## config.mk

```make
export PLATFORM = sky130hd
export DESIGN_NAME = pooled_doubly_linked_list_core_flat
export DESIGN_NICKNAME = d
export VERILOG_FILES = /design/src/design/pdll_pkg.sv /design/src/design/pdll_stream_if.sv /design/src/design/pooled_doubly_linked_list_core.sv /design/src/design/pdll_ctrl.sv /design/src/design/pdll_datapath.sv /design/src/flat_wrapper.sv
export SDC_FILE = /design/constraint.sdc
export NUM_CORES = 1
export LEC_CHECK = 0
export ABC_AREA = 1
export BUFFER_PORTS_ARGS = -buffer_cell sky130_fd_sc_hd__buf_4
export CAP_MARGIN = 20
export CORE_MARGIN = 3
export CORE_UTILIZATION = 45
export DETAILED_ROUTE_END_ITERATION = 6
export GPL_ROUTABILITY_DRIVEN = 0
export GPL_TIMING_DRIVEN = 0
export PLACE_DENSITY = 0.66
export SYNTH_ARGS = -nofsm -noshare
export SYNTH_HDL_FRONTEND = slang
export SYNTH_SLANG_ARGS = --single-unit
```

## constraint.sdc

```tcl
create_clock -name clk_i -period 2.1 [get_ports clk_i]
set_clock_uncertainty 0.1 [all_clocks]
set_input_delay 0.105 -clock clk_i [delete_from_list [all_inputs] [get_ports clk_i]]
set_output_delay 0.105 -clock clk_i [all_outputs]
set_load 0.01 [all_outputs]
```

## src/design/pdll_pkg.sv

```systemverilog
// Shared types and codes for the pooled doubly linked list block.
package pdll_pkg;

  localparam int ACTION_W  = 3;
  localparam int LIST_ID_W = 3;
  localparam int ITEM_W    = 32;
  localparam int STATUS_W  = 2;
  localparam int COUNT_W   = 9;

  localparam logic [ACTION_W-1:0] ACT_CREATE        = 3'd0;
  localparam logic [ACTION_W-1:0] ACT_ADD_AFTER     = 3'd1;
  localparam logic [ACTION_W-1:0] ACT_INSERT_BEFORE = 3'd2;
  localparam logic [ACTION_W-1:0] ACT_APPEND        = 3'd3;
  localparam logic [ACTION_W-1:0] ACT_PREPEND       = 3'd4;
  localparam logic [ACTION_W-1:0] ACT_COUNT         = 3'd5;

  localparam logic [STATUS_W-1:0] ST_OK        = 2'd0;
  localparam logic [STATUS_W-1:0] ST_EXHAUSTED = 2'd1;
  localparam logic [STATUS_W-1:0] ST_NO_LIST   = 2'd2;

  typedef struct packed {
    logic [ACTION_W-1:0]  action;
    logic [LIST_ID_W-1:0] list_id;
    logic [ITEM_W-1:0]    item;
  } pdll_req_t;

  typedef struct packed {
    logic [STATUS_W-1:0]  status;
    logic [LIST_ID_W-1:0] list_id_res;
    logic [COUNT_W-1:0]   count;
  } pdll_rsp_t;

  typedef struct packed {
    logic load;
    logic eval;
    logic link;
    logic fixup;
    logic emit;
  } pdll_cmd_t;

  typedef struct packed {
    logic insert_ok;
    logic out_free;
  } pdll_sts_t;

endpackage

```

## src/design/pdll_stream_if.sv

```systemverilog
// Valid/ready stream interface carrying one payload per transaction.
interface pdll_stream_if #(
  parameter type payload_t = logic
);
  logic     valid;
  logic     ready;
  payload_t data;

  modport source (output valid, output data, input ready);
  modport sink   (input valid, input data, output ready);
endinterface

```

## src/design/pooled_doubly_linked_list_core.sv

```systemverilog
// Count, create and error requests go through EVAL and then DONE; insertions add LINK
// and FIXUP after EVAL (cursor link read, new node write, neighbour write).
// One request is handled at a time, bounded by the single-port node link memories;
// a new request is taken as the result is registered, once the output slot is free.
// Reset: asynchronous; lists empty, counters zero, node memories not cleared.
module pooled_doubly_linked_list_core #(
  parameter int MAX_LISTS = 8,
  parameter int MAX_NODES = 256,
  parameter int ITEM_BITS = 32
) (
  input logic          clk_i,
  input logic          rst_ni,
  pdll_stream_if.sink   in_i,
  pdll_stream_if.source out_o
);
  import pdll_pkg::*;

  pdll_cmd_t cmd;
  pdll_sts_t sts;
  pdll_req_t req;
  pdll_rsp_t rsp;
  logic      in_ready;
  logic      out_valid;

  assign req         = in_i.data;
  assign in_i.ready  = in_ready;
  assign out_o.valid = out_valid;
  assign out_o.data  = rsp;

  pdll_ctrl u_ctrl (
    .clk_i      (clk_i),
    .rst_ni     (rst_ni),
    .in_valid_i (in_i.valid),
    .in_ready_o (in_ready),
    .sts_i      (sts),
    .cmd_o      (cmd)
  );

  pdll_datapath #(
    .MAX_LISTS (MAX_LISTS),
    .MAX_NODES (MAX_NODES),
    .ITEM_BITS (ITEM_BITS)
  ) u_datapath (
    .clk_i       (clk_i),
    .rst_ni      (rst_ni),
    .req_i       (req),
    .cmd_i       (cmd),
    .sts_o       (sts),
    .out_valid_o (out_valid),
    .out_ready_i (out_o.ready),
    .out_data_o  (rsp)
  );

endmodule

```

## src/design/pdll_ctrl.sv

```systemverilog
// Request sequencer for the pooled doubly linked list block.
module pdll_ctrl (
  input  logic                 clk_i,
  input  logic                 rst_ni,
  input  logic                 in_valid_i,
  output logic                 in_ready_o,
  input  pdll_pkg::pdll_sts_t  sts_i,
  output pdll_pkg::pdll_cmd_t  cmd_o
);
  import pdll_pkg::*;

  typedef enum logic [2:0] {
    S_IDLE,
    S_EVAL,
    S_LINK,
    S_FIXUP,
    S_DONE
  } state_e;

  state_e state_q, state_d;

  always_comb begin
    state_d    = state_q;
    cmd_o      = '0;
    in_ready_o = 1'b0;
    case (state_q)
      S_IDLE: begin
        in_ready_o = 1'b1;
        if (in_valid_i) begin
          cmd_o.load = 1'b1;
          state_d    = S_EVAL;
        end
      end
      S_EVAL: begin
        cmd_o.eval = 1'b1;
        state_d    = sts_i.insert_ok ? S_LINK : S_DONE;
      end
      S_LINK: begin
        cmd_o.link = 1'b1;
        state_d    = S_FIXUP;
      end
      S_FIXUP: begin
        cmd_o.fixup = 1'b1;
        state_d     = S_DONE;
      end
      S_DONE: begin
        if (sts_i.out_free) begin
          cmd_o.emit = 1'b1;
          in_ready_o = 1'b1;
          cmd_o.load = in_valid_i;
          state_d    = in_valid_i ? S_EVAL : S_IDLE;
        end
      end
      default: state_d = S_IDLE;
    endcase
  end

  always_ff @(posedge clk_i or negedge rst_ni) begin
    if (!rst_ni) begin
      state_q <= S_IDLE;
    end else begin
      state_q <= state_d;
    end
  end

endmodule

```

## src/design/pdll_datapath.sv

```systemverilog
// List table, node link memories and result register.
module pdll_datapath #(
  parameter int MAX_LISTS = 8,
  parameter int MAX_NODES = 256,
  parameter int ITEM_BITS = 32
) (
  input  logic                 clk_i,
  input  logic                 rst_ni,
  input  pdll_pkg::pdll_req_t  req_i,
  input  pdll_pkg::pdll_cmd_t  cmd_i,
  output pdll_pkg::pdll_sts_t  sts_o,
  output logic                 out_valid_o,
  input  logic                 out_ready_i,
  output pdll_pkg::pdll_rsp_t  out_data_o
);
  import pdll_pkg::*;

  localparam int NODE_W = $clog2(MAX_NODES + 1);
  localparam int ADDR_W = $clog2(MAX_NODES);
  localparam int LIST_W = (MAX_LISTS > 1) ? $clog2(MAX_LISTS) : 1;
  localparam int LCNT_W = $clog2(MAX_LISTS + 1);
  localparam logic [NODE_W-1:0] NIL        = NODE_W'(MAX_NODES);
  localparam logic [LCNT_W-1:0] LISTS_FULL = LCNT_W'(MAX_LISTS);

  function automatic logic is_node(input logic [NODE_W-1:0] x);
    return x < NIL;
  endfunction

  // request
  logic [ACTION_W-1:0]  act_q;
  logic [LIST_ID_W-1:0] lid_q;
  logic [ITEM_BITS-1:0] item_q;

  // list table
  logic [NODE_W-1:0] head_q [MAX_LISTS];
  logic [NODE_W-1:0] tail_q [MAX_LISTS];
  logic [NODE_W-1:0] cur_q  [MAX_LISTS];
  logic [NODE_W-1:0] size_q [MAX_LISTS];
  logic [LCNT_W-1:0] lists_made_q;
  logic [NODE_W-1:0] nodes_used_q;

  // node store
  logic [NODE_W-1:0]    next_mem [MAX_NODES];
  logic [NODE_W-1:0]    prev_mem [MAX_NODES];
  logic [ITEM_BITS-1:0] item_mem [MAX_NODES];
  logic [NODE_W-1:0]    rd_next_q, rd_prev_q;

  // result and neighbour fix-up
  logic [STATUS_W-1:0]  res_status_q;
  logic [LIST_ID_W-1:0] res_id_q;
  logic                 res_cnt_sel_q;
  logic                 fix_next_en_q, fix_prev_en_q;
  logic [ADDR_W-1:0]    fix_next_addr_q, fix_prev_addr_q;
  logic [NODE_W-1:0]    new_n_q;
  logic                 out_valid_q;
  pdll_rsp_t            out_data_q;

  logic [LIST_W-1:0] lidx, new_lidx;
  logic [NODE_W-1:0] l_head, l_tail, l_cur, l_size;
  logic              known, is_ins, full, create_ok, insert_ok;
  logic [ADDR_W-1:0] n_addr, cur_addr;

  assign lidx      = LIST_W'(lid_q);
  assign new_lidx  = LIST_W'(lists_made_q);
  assign l_head    = head_q[lidx];
  assign l_tail    = tail_q[lidx];
  assign l_cur     = cur_q[lidx];
  assign l_size    = size_q[lidx];
  assign known     = (32'(lid_q) < 32'(lists_made_q)) && (32'(lid_q) < MAX_LISTS);
  assign is_ins    = (act_q == ACT_ADD_AFTER) || (act_q == ACT_INSERT_BEFORE) ||
                     (act_q == ACT_APPEND) || (act_q == ACT_PREPEND);
  assign full      = (nodes_used_q == NIL);
  assign create_ok = (lists_made_q != LISTS_FULL);
  assign insert_ok = (act_q != ACT_CREATE) && known && is_ins && !full;
  assign n_addr    = ADDR_W'(nodes_used_q);
  assign cur_addr  = ADDR_W'(l_cur);

  // link computation for the new node
  logic              empty_like;
  logic [NODE_W-1:0] lk_next, lk_prev;
  logic              lk_head_upd, lk_tail_upd;
  logic              lk_fn_en, lk_fp_en;
  logic [ADDR_W-1:0] lk_fn_addr, lk_fp_addr;

  always_comb begin
    empty_like  = (l_size == '0) ||
                  (!is_node(l_cur) &&
                   ((act_q == ACT_ADD_AFTER) || (act_q == ACT_INSERT_BEFORE)));
    lk_next     = NIL;
    lk_prev     = NIL;
    lk_head_upd = 1'b0;
    lk_tail_upd = 1'b0;
    lk_fn_en    = 1'b0;
    lk_fp_en    = 1'b0;
    lk_fn_addr  = '0;
    lk_fp_addr  = '0;
    if (empty_like) begin
      lk_head_upd = 1'b1;
      lk_tail_upd = 1'b1;
    end else begin
      case (act_q)
        ACT_ADD_AFTER: begin
          lk_prev     = l_cur;
          lk_next     = rd_next_q;
          lk_fp_en    = is_node(rd_next_q);
          lk_fp_addr  = ADDR_W'(rd_next_q);
          lk_tail_upd = !is_node(rd_next_q);
          lk_fn_en    = 1'b1;
          lk_fn_addr  = cur_addr;
        end
        ACT_INSERT_BEFORE: begin
          lk_next     = l_cur;
          lk_prev     = rd_prev_q;
          lk_fn_en    = is_node(rd_prev_q);
          lk_fn_addr  = ADDR_W'(rd_prev_q);
          lk_head_upd = !is_node(rd_prev_q);
          lk_fp_en    = 1'b1;
          lk_fp_addr  = cur_addr;
        end
        ACT_APPEND: begin
          lk_prev     = l_tail;
          lk_fn_en    = is_node(l_tail);
          lk_fn_addr  = ADDR_W'(l_tail);
          lk_tail_upd = 1'b1;
        end
        default: begin
          lk_next     = l_head;
          lk_fp_en    = is_node(l_head);
          lk_fp_addr  = ADDR_W'(l_head);
          lk_head_upd = 1'b1;
        end
      endcase
    end
  end

  // node store write port selection
  logic              next_we, prev_we;
  logic [ADDR_W-1:0] next_wa, prev_wa;
  logic [NODE_W-1:0] next_wd, prev_wd;

  always_comb begin
    next_we = cmd_i.link || (cmd_i.fixup && fix_next_en_q);
    prev_we = cmd_i.link || (cmd_i.fixup && fix_prev_en_q);
    next_wa = cmd_i.link ? n_addr : fix_next_addr_q;
    prev_wa = cmd_i.link ? n_addr : fix_prev_addr_q;
    next_wd = cmd_i.link ? lk_next : new_n_q;
    prev_wd = cmd_i.link ? lk_prev : new_n_q;
  end

  always_ff @(posedge clk_i) begin
    if (next_we) begin
      next_mem[next_wa] <= next_wd;
    end
    if (prev_we) begin
      prev_mem[prev_wa] <= prev_wd;
    end
    if (cmd_i.link) begin
      item_mem[n_addr] <= item_q;
    end
    if (cmd_i.eval && is_node(l_cur)) begin
      rd_next_q <= next_mem[cur_addr];
      rd_prev_q <= prev_mem[cur_addr];
    end
  end

  // request, result and fix-up registers
  always_ff @(posedge clk_i) begin
    if (cmd_i.load) begin
      act_q  <= req_i.action;
      lid_q  <= req_i.list_id;
      item_q <= ITEM_BITS'(req_i.item);
    end
    if (cmd_i.eval) begin
      res_id_q      <= lid_q;
      res_cnt_sel_q <= 1'b0;
      if (act_q == ACT_CREATE) begin
        res_status_q <= create_ok ? ST_OK : ST_EXHAUSTED;
        res_id_q     <= create_ok ? LIST_ID_W'(lists_made_q) : '0;
      end else if (!known) begin
        res_status_q <= ST_NO_LIST;
      end else begin
        res_status_q  <= (is_ins && full) ? ST_EXHAUSTED : ST_OK;
        res_cnt_sel_q <= 1'b1;
      end
    end
    if (cmd_i.link) begin
      fix_next_en_q   <= lk_fn_en;
      fix_prev_en_q   <= lk_fp_en;
      fix_next_addr_q <= lk_fn_addr;
      fix_prev_addr_q <= lk_fp_addr;
      new_n_q         <= nodes_used_q;
    end
    if (cmd_i.emit) begin
      out_data_q.status      <= res_status_q;
      out_data_q.list_id_res <= res_id_q;
      out_data_q.count       <= res_cnt_sel_q ? COUNT_W'(l_size) : '0;
    end
  end

  // list table and pool counters
  always_ff @(posedge clk_i or negedge rst_ni) begin
    if (!rst_ni) begin
      for (int i = 0; i < MAX_LISTS; i++) begin
        head_q[i] <= NIL;
        tail_q[i] <= NIL;
        cur_q[i]  <= NIL;
        size_q[i] <= '0;
      end
      lists_made_q <= '0;
      nodes_used_q <= '0;
      out_valid_q  <= 1'b0;
    end else begin
      if (cmd_i.eval && (act_q == ACT_CREATE) && create_ok) begin
        head_q[new_lidx] <= NIL;
        tail_q[new_lidx] <= NIL;
        cur_q[new_lidx]  <= NIL;
        size_q[new_lidx] <= '0;
        lists_made_q     <= lists_made_q + LCNT_W'(1);
      end
      if (cmd_i.link) begin
        cur_q[lidx]  <= nodes_used_q;
        size_q[lidx] <= l_size + NODE_W'(1);
        if (lk_head_upd) begin
          head_q[lidx] <= nodes_used_q;
        end
        if (lk_tail_upd) begin
          tail_q[lidx] <= nodes_used_q;
        end
        nodes_used_q <= nodes_used_q + NODE_W'(1);
      end
      if (cmd_i.emit) begin
        out_valid_q <= 1'b1;
      end else if (out_ready_i) begin
        out_valid_q <= 1'b0;
      end
    end
  end

  assign sts_o.insert_ok = insert_ok;
  assign sts_o.out_free  = !out_valid_q || out_ready_i;
  assign out_valid_o     = out_valid_q;
  assign out_data_o      = out_data_q;

  a_link_has_node: assert property (@(posedge clk_i) disable iff (!rst_ni)
    cmd_i.link |-> (nodes_used_q < NIL))
    else $error("node taken from an exhausted pool");

  a_fixup_after_link: assert property (@(posedge clk_i) disable iff (!rst_ni)
    cmd_i.fixup |-> $past(cmd_i.link))
    else $error("neighbour fix-up without a preceding link");

  a_emit_slot_free: assert property (@(posedge clk_i) disable iff (!rst_ni)
    cmd_i.emit |-> (!out_valid_q || out_ready_i))
    else $error("result overwrites a pending transaction");

  a_lists_bound: assert property (@(posedge clk_i) disable iff (!rst_ni)
    lists_made_q <= LISTS_FULL)
    else $error("list count beyond pool size");

endmodule

```

## src/flat_wrapper.sv

```systemverilog
// flat-port wrapper written by rule: the top's interface ports become plain ports
module pooled_doubly_linked_list_core_flat import pdll_pkg::*;
#(
  parameter int MAX_LISTS = 8,
  parameter int MAX_NODES = 256,
  parameter int ITEM_BITS = 32
)
  (clk_i, rst_ni, in_i_valid, in_i_data, in_i_ready, out_o_valid, out_o_data, out_o_ready);
  pdll_stream_if #(.payload_t(pdll_req_t)) in_i_i ();
  pdll_stream_if #(.payload_t(pdll_rsp_t)) out_o_i ();
  input logic clk_i;
  input logic rst_ni;
  input wire logic [$bits(in_i_i.valid)-1:0] in_i_valid;
  input wire logic [$bits(in_i_i.data)-1:0] in_i_data;
  output wire logic [$bits(in_i_i.ready)-1:0] in_i_ready;
  output wire logic [$bits(out_o_i.valid)-1:0] out_o_valid;
  output wire logic [$bits(out_o_i.data)-1:0] out_o_data;
  input wire logic [$bits(out_o_i.ready)-1:0] out_o_ready;
  assign in_i_i.valid = in_i_valid;
  assign in_i_i.data = in_i_data;
  assign in_i_ready = in_i_i.ready;
  assign out_o_valid = out_o_i.valid;
  assign out_o_data = out_o_i.data;
  assign out_o_i.ready = out_o_ready;
  pooled_doubly_linked_list_core #(.MAX_LISTS(MAX_LISTS), .MAX_NODES(MAX_NODES), .ITEM_BITS(ITEM_BITS)) u_core (.clk_i(clk_i), .rst_ni(rst_ni), .in_i(in_i_i), .out_o(out_o_i));
endmodule
```

=== Word-level counts from Yosys, hierarchy flattened ===
Index checks and enable logic that the tools add are counted.

* ROM bits: 0
* Flip-flop bits (word level): 115
* Bits in writable memories: 0
* Bits in latches: 0
* Input port bits: 42
* Output and inout bits: 16
* Memories kept: 0

* Multipliers: 0
* Equality and inequality tests: 12
* Multiplexer cells: 32
* Add/subtract/negate cells: 3
* Magnitude comparators: 5
* Reductions and logical operators: 19
* Divide/modulo/power cells: 0
* Shift-type cells: 0
* Bitwise gates (word level): 4

{| class="wikitable"
|+ Operator list
! operator !! count
|-
| $mux 72 || 2
|-
| $and 72x72->72 || 1
|-
| $bwmux 72 || 1
|-
| $not 72->72 || 1
|-
| $demux 9 s3 || 2
|-
| $mux 9 || 4
|-
| $bmux 9 s3 || 1
|-
| $add 9x1->9 const B || 2
|-
| $mux 3 || 5
|-
| $pmux 3 s5 || 1
|-
| $eq 3x2->1 const B || 4
|-
| $mux 1 || 12
|-
| $eq 9x9->1 const B || 1
|-
| $ge 4x4->1 const B || 2
|-
| $logic_and 1x1->1 || 8
|-
| $lt 4x1->1 const B || 2
|-
| $not 3->4 || 2
|-
| $eq 3x1->1 const B || 2
|-
| $eq 3x3->1 const B || 2
|-
| $logic_not 3->1 || 2
|-
| $add 4x1->4 const B || 1
|-
| $logic_or 1x1->1 || 4
|-
| $lt 3x4->1 || 1
|-
| $mux 2 || 2
|-
| 8 further kinds || 10
|}

=== Longest topological paths before layout ===
* Depth after elaboration: 10
* Depth in mapped cells: 15
* Gate-level depth less buffers: 13

=== Cells and area by module ===
Synthesis repeated with hierarchy kept, for this count alone.

* Cell total of the unflattened synthesis: 704
* Area, all modules: 5716.7 um^2

{| class="wikitable"
|+ By module, submodules not included
! module !! times used !! cells each !! area each (um^2)
|-
| pdll_datapath || 1 || 669 || 5501.5
|-
| pdll_ctrl || 1 || 35 || 215.2
|}

=== Worst setup path after synthesis ===
Ideal clock, no wire load.

* Kind: register -> register
* Start point: register u_core.u_datapath.lid_q[0]
* End point: register u_core.u_datapath.size_q[8] in the netlist's numbering
* Cell stages (with the launch flop): 15
* Buffers on the path: 2
* Path slack: -7 ps
* Data arrival time: 1888 ps
* Clock period less this slack: 2107 ps
* Required time: 1881 ps
* Cell sequence: edfxtp_1 > buf_6 > buf_6 > or2_0 > o211ai_1 > nand2_1 > nor2_4 > inv_1 > ha_1 > nand2_2 > nor2_2 > nand2_1 > nand2_2 > nand3_1 > nand2_1

* Longest elaborated chain between the ends: 7
* Elaborated cells on any way between the ends: 12
* Classes of those cells: 1 x add/sub; 2 x order compare; 7 x mux; 1 x bitwise; 1 x reduce/logical

{| class="wikitable"
|+ RTL lines
! element !! line !! RTL
|-
| start, declared || pdll_datapath.sv:31 || <nowiki>logic [LIST_ID_W-1:0] lid_q;</nowiki>
|-
| start signal, assigned || pdll_datapath.sv:170 || <nowiki>lid_q <= req_i.list_id;</nowiki>
|-
| $not 3->4 || -- ||
|-
| $bmux 9 s3 || pdll_datapath.sv:68 || <nowiki>assign l_size = size_q[lidx];</nowiki>
|-
| $mux 9 (implied by the code) (2 in a row) || pdll_datapath.sv:68 ||
|-
| via u_core.u_datapath.l_size[1] || pdll_datapath.sv:59 || <nowiki>logic [NODE_W-1:0] l_head, l_tail, l_cur, l_size;</nowiki>
|-
| $add 9x1->9 || pdll_datapath.sv:222 || <nowiki>size_q[lidx] <= l_size + NODE_W'(1);</nowiki>
|-
| $bwmux 72 || pdll_datapath.sv:222 ||
|-
| $mux 72 || pdll_datapath.sv:220 || <nowiki>if (cmd_i.link) begin</nowiki>
|-
| end signal, assigned by index || pdll_datapath.sv:222 ||
|-
| end, declared || pdll_datapath.sv:38 || <nowiki>logic [NODE_W-1:0] size_q [MAX_LISTS];</nowiki>
|}

The timed path passes the listed nets, and every way through them passes these cells. The select of a mux whose other input is x is not followed.
A chain may end at the register's enable or synchronous reset.

=== Worst setup path after layout ===
* Start point: register u_core.u_datapath.lid_q[2]
* End point: register u_core.u_datapath.size_q[71] in the netlist's numbering

Same word-level chain as after synthesis.

==> results_dict.tcl <==
set metrics [dict create \
    ant_nets 0 \
    die_area_mm2 0.0143 \
    setup-violations-final 40 \
    setup_ws_ns -0.161 \
    routed_wl_mm 15.8 \
    power_density_mw_per_mm2 1110 \
    drt-initial-drc-count 427 \
    dp_slack_ns -0.431 \
    io_pins 58 \
    path_cells "buf_6, inv_4, nor2_4, o211ai_1, nand2_2, nor2_4, inv_2, ha_4, nand2_4, nor2_4, nand3_4, nand3_1, nand2_1" \
    viasPerCell 5.35 \
    rows 40 \
    clock_latency_ns 0.42 \
    multiInputGateArea_mm2 0.00282 \
    synth_area_mm2 0.00580 \
    finalPower_mw 8.46 \
    synth-xor-area-share_pct 1.66 \
    seq_area_frac_synth_pct 51.9 \
    post-route-min-period_ns 2.26 \
    violations "negative setup slack" \
    fin_crit_sh_pct 108 \
    required_ns 2.30 \
    drc 0 \
    worstPathArrival_ns 2.46 \
    track_usage_pct 22.1 \
    clock_path_buffers 2 \
    cp_top_family "simple AND/OR/NAND/NOR gates" \
    clkTransAtPathRegs_ns 0.05 \
    drt-pass1-iter-count 6 \
    startpoint "u_core.u_datapath.lid_q[2]$_DFFE_PP_" \
    antenna_found_initial 0 \
    ys_types 42 \
    grt_pass1_vias 4896 \
    coreArea_mm2 0.0123 \
    diodes 0 \
    slew_headroom_pct 56.1 \
    grt_overflow 0 \
    rsz0062_at_grt "yes" \
    mostFrequentLayoutCell "nand2_1" \
    cts-root-buf "clkbuf_16" \
    leakagePower_nw 3.68 \
    synth_edf_count 26 \
    synth-seq-cells 115 \
    cts_buffers 17 \
    tightest_slew_ns 0.652 \
    htreeDepth 4 \
    yosysWarnings 0 \
    layout_common_cells "nand2_1 (196), nand3_1 (96), dfrtp_1 (88)" \
    dpl.hpwl_mm 10.5 \
    die_x_um 120 \
    synth.avg_cell_area_um2 8.38 \
    final_util_pct 61.7 \
    path_class "flop to flop" \
    num-nets-final 817 \
    drive_above_1_share_pct 26.0 \
    ir_worst_vdd_mv 0.649 \
    crit_path_frequent_cell "nor2_4" \
    syn_inst 692 \
    cap_violations 0 \
    synth_compound_area_share_pct 5.67 \
    ys.flop_type "dfrtp_1" \
    outcome "finished, violations left" \
    area_growth_pct 31.0 \
    synth_simple_gate_area_share_pct 32.8 \
    grt_pass1_wl_mm 24.8 \
    startpoint_type "flop" \
    r2r-start "u_core.u_datapath.lid_q[2]$_DFFE_PP_" \
    port_buffers 25 \
    critPathCaptureType "flop" \
    finalMaxSlewViolations 0 \
    worst_path_max_delay_cell "edfxtp_1" \
    finalHoldViolCount 0 \
    max_freq_mhz 442 \
    critical_path.max_stage_delay_ns 0.38 \
    hp-class "input pin to async pin" \
    synth_top_family_by_area "simple AND/OR/NAND/NOR gates" \
    dieHeight_um 120 \
    via_count 5081 \
    grt_max_degree 60 \
    clkSinkCount 115 \
    crit_buf_inv 3 \
    register_area_mm2 0.00301 \
    synthAdderAreaFrac_pct 1.51 \
    fill_cells 1032 \
    ys_async_sr_fraction_pct 77.4 \
    synthMuxAreaShare_pct 0 \
    start_util_pct 47.1 \
    post_drt_wl_per_cell_um 16.6 \
    worstPathMaxFanout 10 \
    cts_tree "built" \
    syn_nets 741 \
]
==> cells by family (layout without fill, tap and decap cells) <==
group / after synthesis / in the layout
adder cells (fa/ha/maj): 7 / 7
AND/OR/NAND/NOR: 418 / 418
buffers and inverters: 82 / 171
AO/OA/AOI/OAI: 59 / 59
flip-flops: 115 / 115
XOR/XNOR: 11 / 11
==> path summary, 6_finish.rpt <==
kind / to / slack (ns) / cells after the start
worst max-delay path: u_core.u_datapath.size_q[71]$_DFF_PN0_ / -0.16 / 13
worst min-delay path: u_core.u_datapath.size_q[70]$_DFF_PN0_ / 0.08 / 2
worst max register to register: u_core.u_datapath.size_q[71]$_DFF_PN0_ / -0.16 / 13
worst min register to register: u_core.u_datapath.out_data_o[11]$_DFFE_PP_ / 0.32 / 0
max in group asynchronous: u_core.u_datapath.nodes_used_q[1]$_DFFE_PN0N_ / 1.17 / 3
min in group clk_i: u_core.u_datapath.lid_q[0]$_DFFE_PP_ / 0.30 / 2
==> worst register-to-register path, stage by stage, from the launching register on <==
cell and delay (ns):
edfxtp_1 0.38, buf_6 0.18, inv_4 0.09, nor2_4 0.14
o211ai_1 0.13, nand2_2 0.14, nor2_4 0.05, inv_2 0.06
ha_4 0.15, nand2_4 0.08, nor2_4 0.18, nand3_4 0.20
nand3_1 0.18, nand2_1 0.08
==> state kept, by name, indices dropped and copies added (netlist names) <==
name,cells
u_core.u_datapath.size_q,72
u_core.u_datapath.out_data_o,14
u_core.u_datapath.nodes_used_q,9
u_core.u_datapath.lists_made_q,4
u_core.u_ctrl.state_q,3
u_core.u_datapath.act_q,3
u_core.u_datapath.lid_q,3
u_core.u_datapath.res_id_q,3
u_core.u_datapath.res_status_q,2
u_core.u_datapath.out_valid_o,1
u_core.u_datapath.res_cnt_sel_q,1
==> stage by stage <==
step	setup TNS, ns	hold WS [ns]	instances	instance area [µm²]
after floorplan	0	-0.291	692	5810
after global placement	-13.14	0.184	885	6210
after CTS	-2.10	0.101	935	7170
final	-2.05	0.0791	949	7590
after detailed placement	-16.41	-0.0118	886	6230
after global routing	-8.07	0.143	949	7590
==> cells in the mapped netlist (4+ instances only) <==
cell      count  share of area (%)
o21ai_1      19                1.6
buf_4         4               0.52
inv_1        52                3.4
nand2_1     216                 14
nor2_1       40                2.6
nand2_2       8               0.86
a21oi_1       5               0.43
nor2_2        6               0.65
nand3_1     127                 11
clkbuf_1      6               0.39
xor2_1       10                1.5
inv_2         5               0.32
ha_1          7                1.5
o21ai_0      24                2.1
buf_6         6                1.2
dfrtp_1      89                 38
edfxtp_1     26                 13
==> routing by layer <==
| layer | global-route usage [%] | vias to the layer above | share of wire [%] |
|---|---|---|---|
| met2 | 35.0 | 200 | 49 |
| met3 | 4.67 | 27 | 6.9 |
| met5 | 0 | - | 0 |
| met4 | 9.16 | 0 | 1.7 |
| met1 | 29.8 | 2427 | 43 |
| li1 | - | 2427 | - |
==> power by group <==
group | total, mW | switching (mW) | leakage, nW | internal [mW]
Sequential | 3.04 | 0.260 | 1.47 | 2.78
Combinational | 2.39 | 1.52 | 1.91 | 0.869
Clock | 3.03 | 1.01 | 0.296 | 2.02
==> layout make-up <==
type | count | area share, %
Tap cell | 168 | 2.77
Multi-Input combinational cell | 495 | 37.1
Clock inverter | 12 | 2.11
Sequential cell | 115 | 39.6
Timing Repair Buffer | 57 | 6.69
Buffer | 21 | 2.42
Clock buffer | 20 | 6.01
Inverter | 61 | 3.29
==> repair_timing <==
action,CTS,global route
pin swaps,11,43
buffers inserted,8,14
hold buffers,9,0
resized for setup,45,83
hold endpoints to repair,98,0
endpoints found under the setup margin,84,76
gates cloned,0,1
Note: power is estimated with default switching activity, not from simulation.
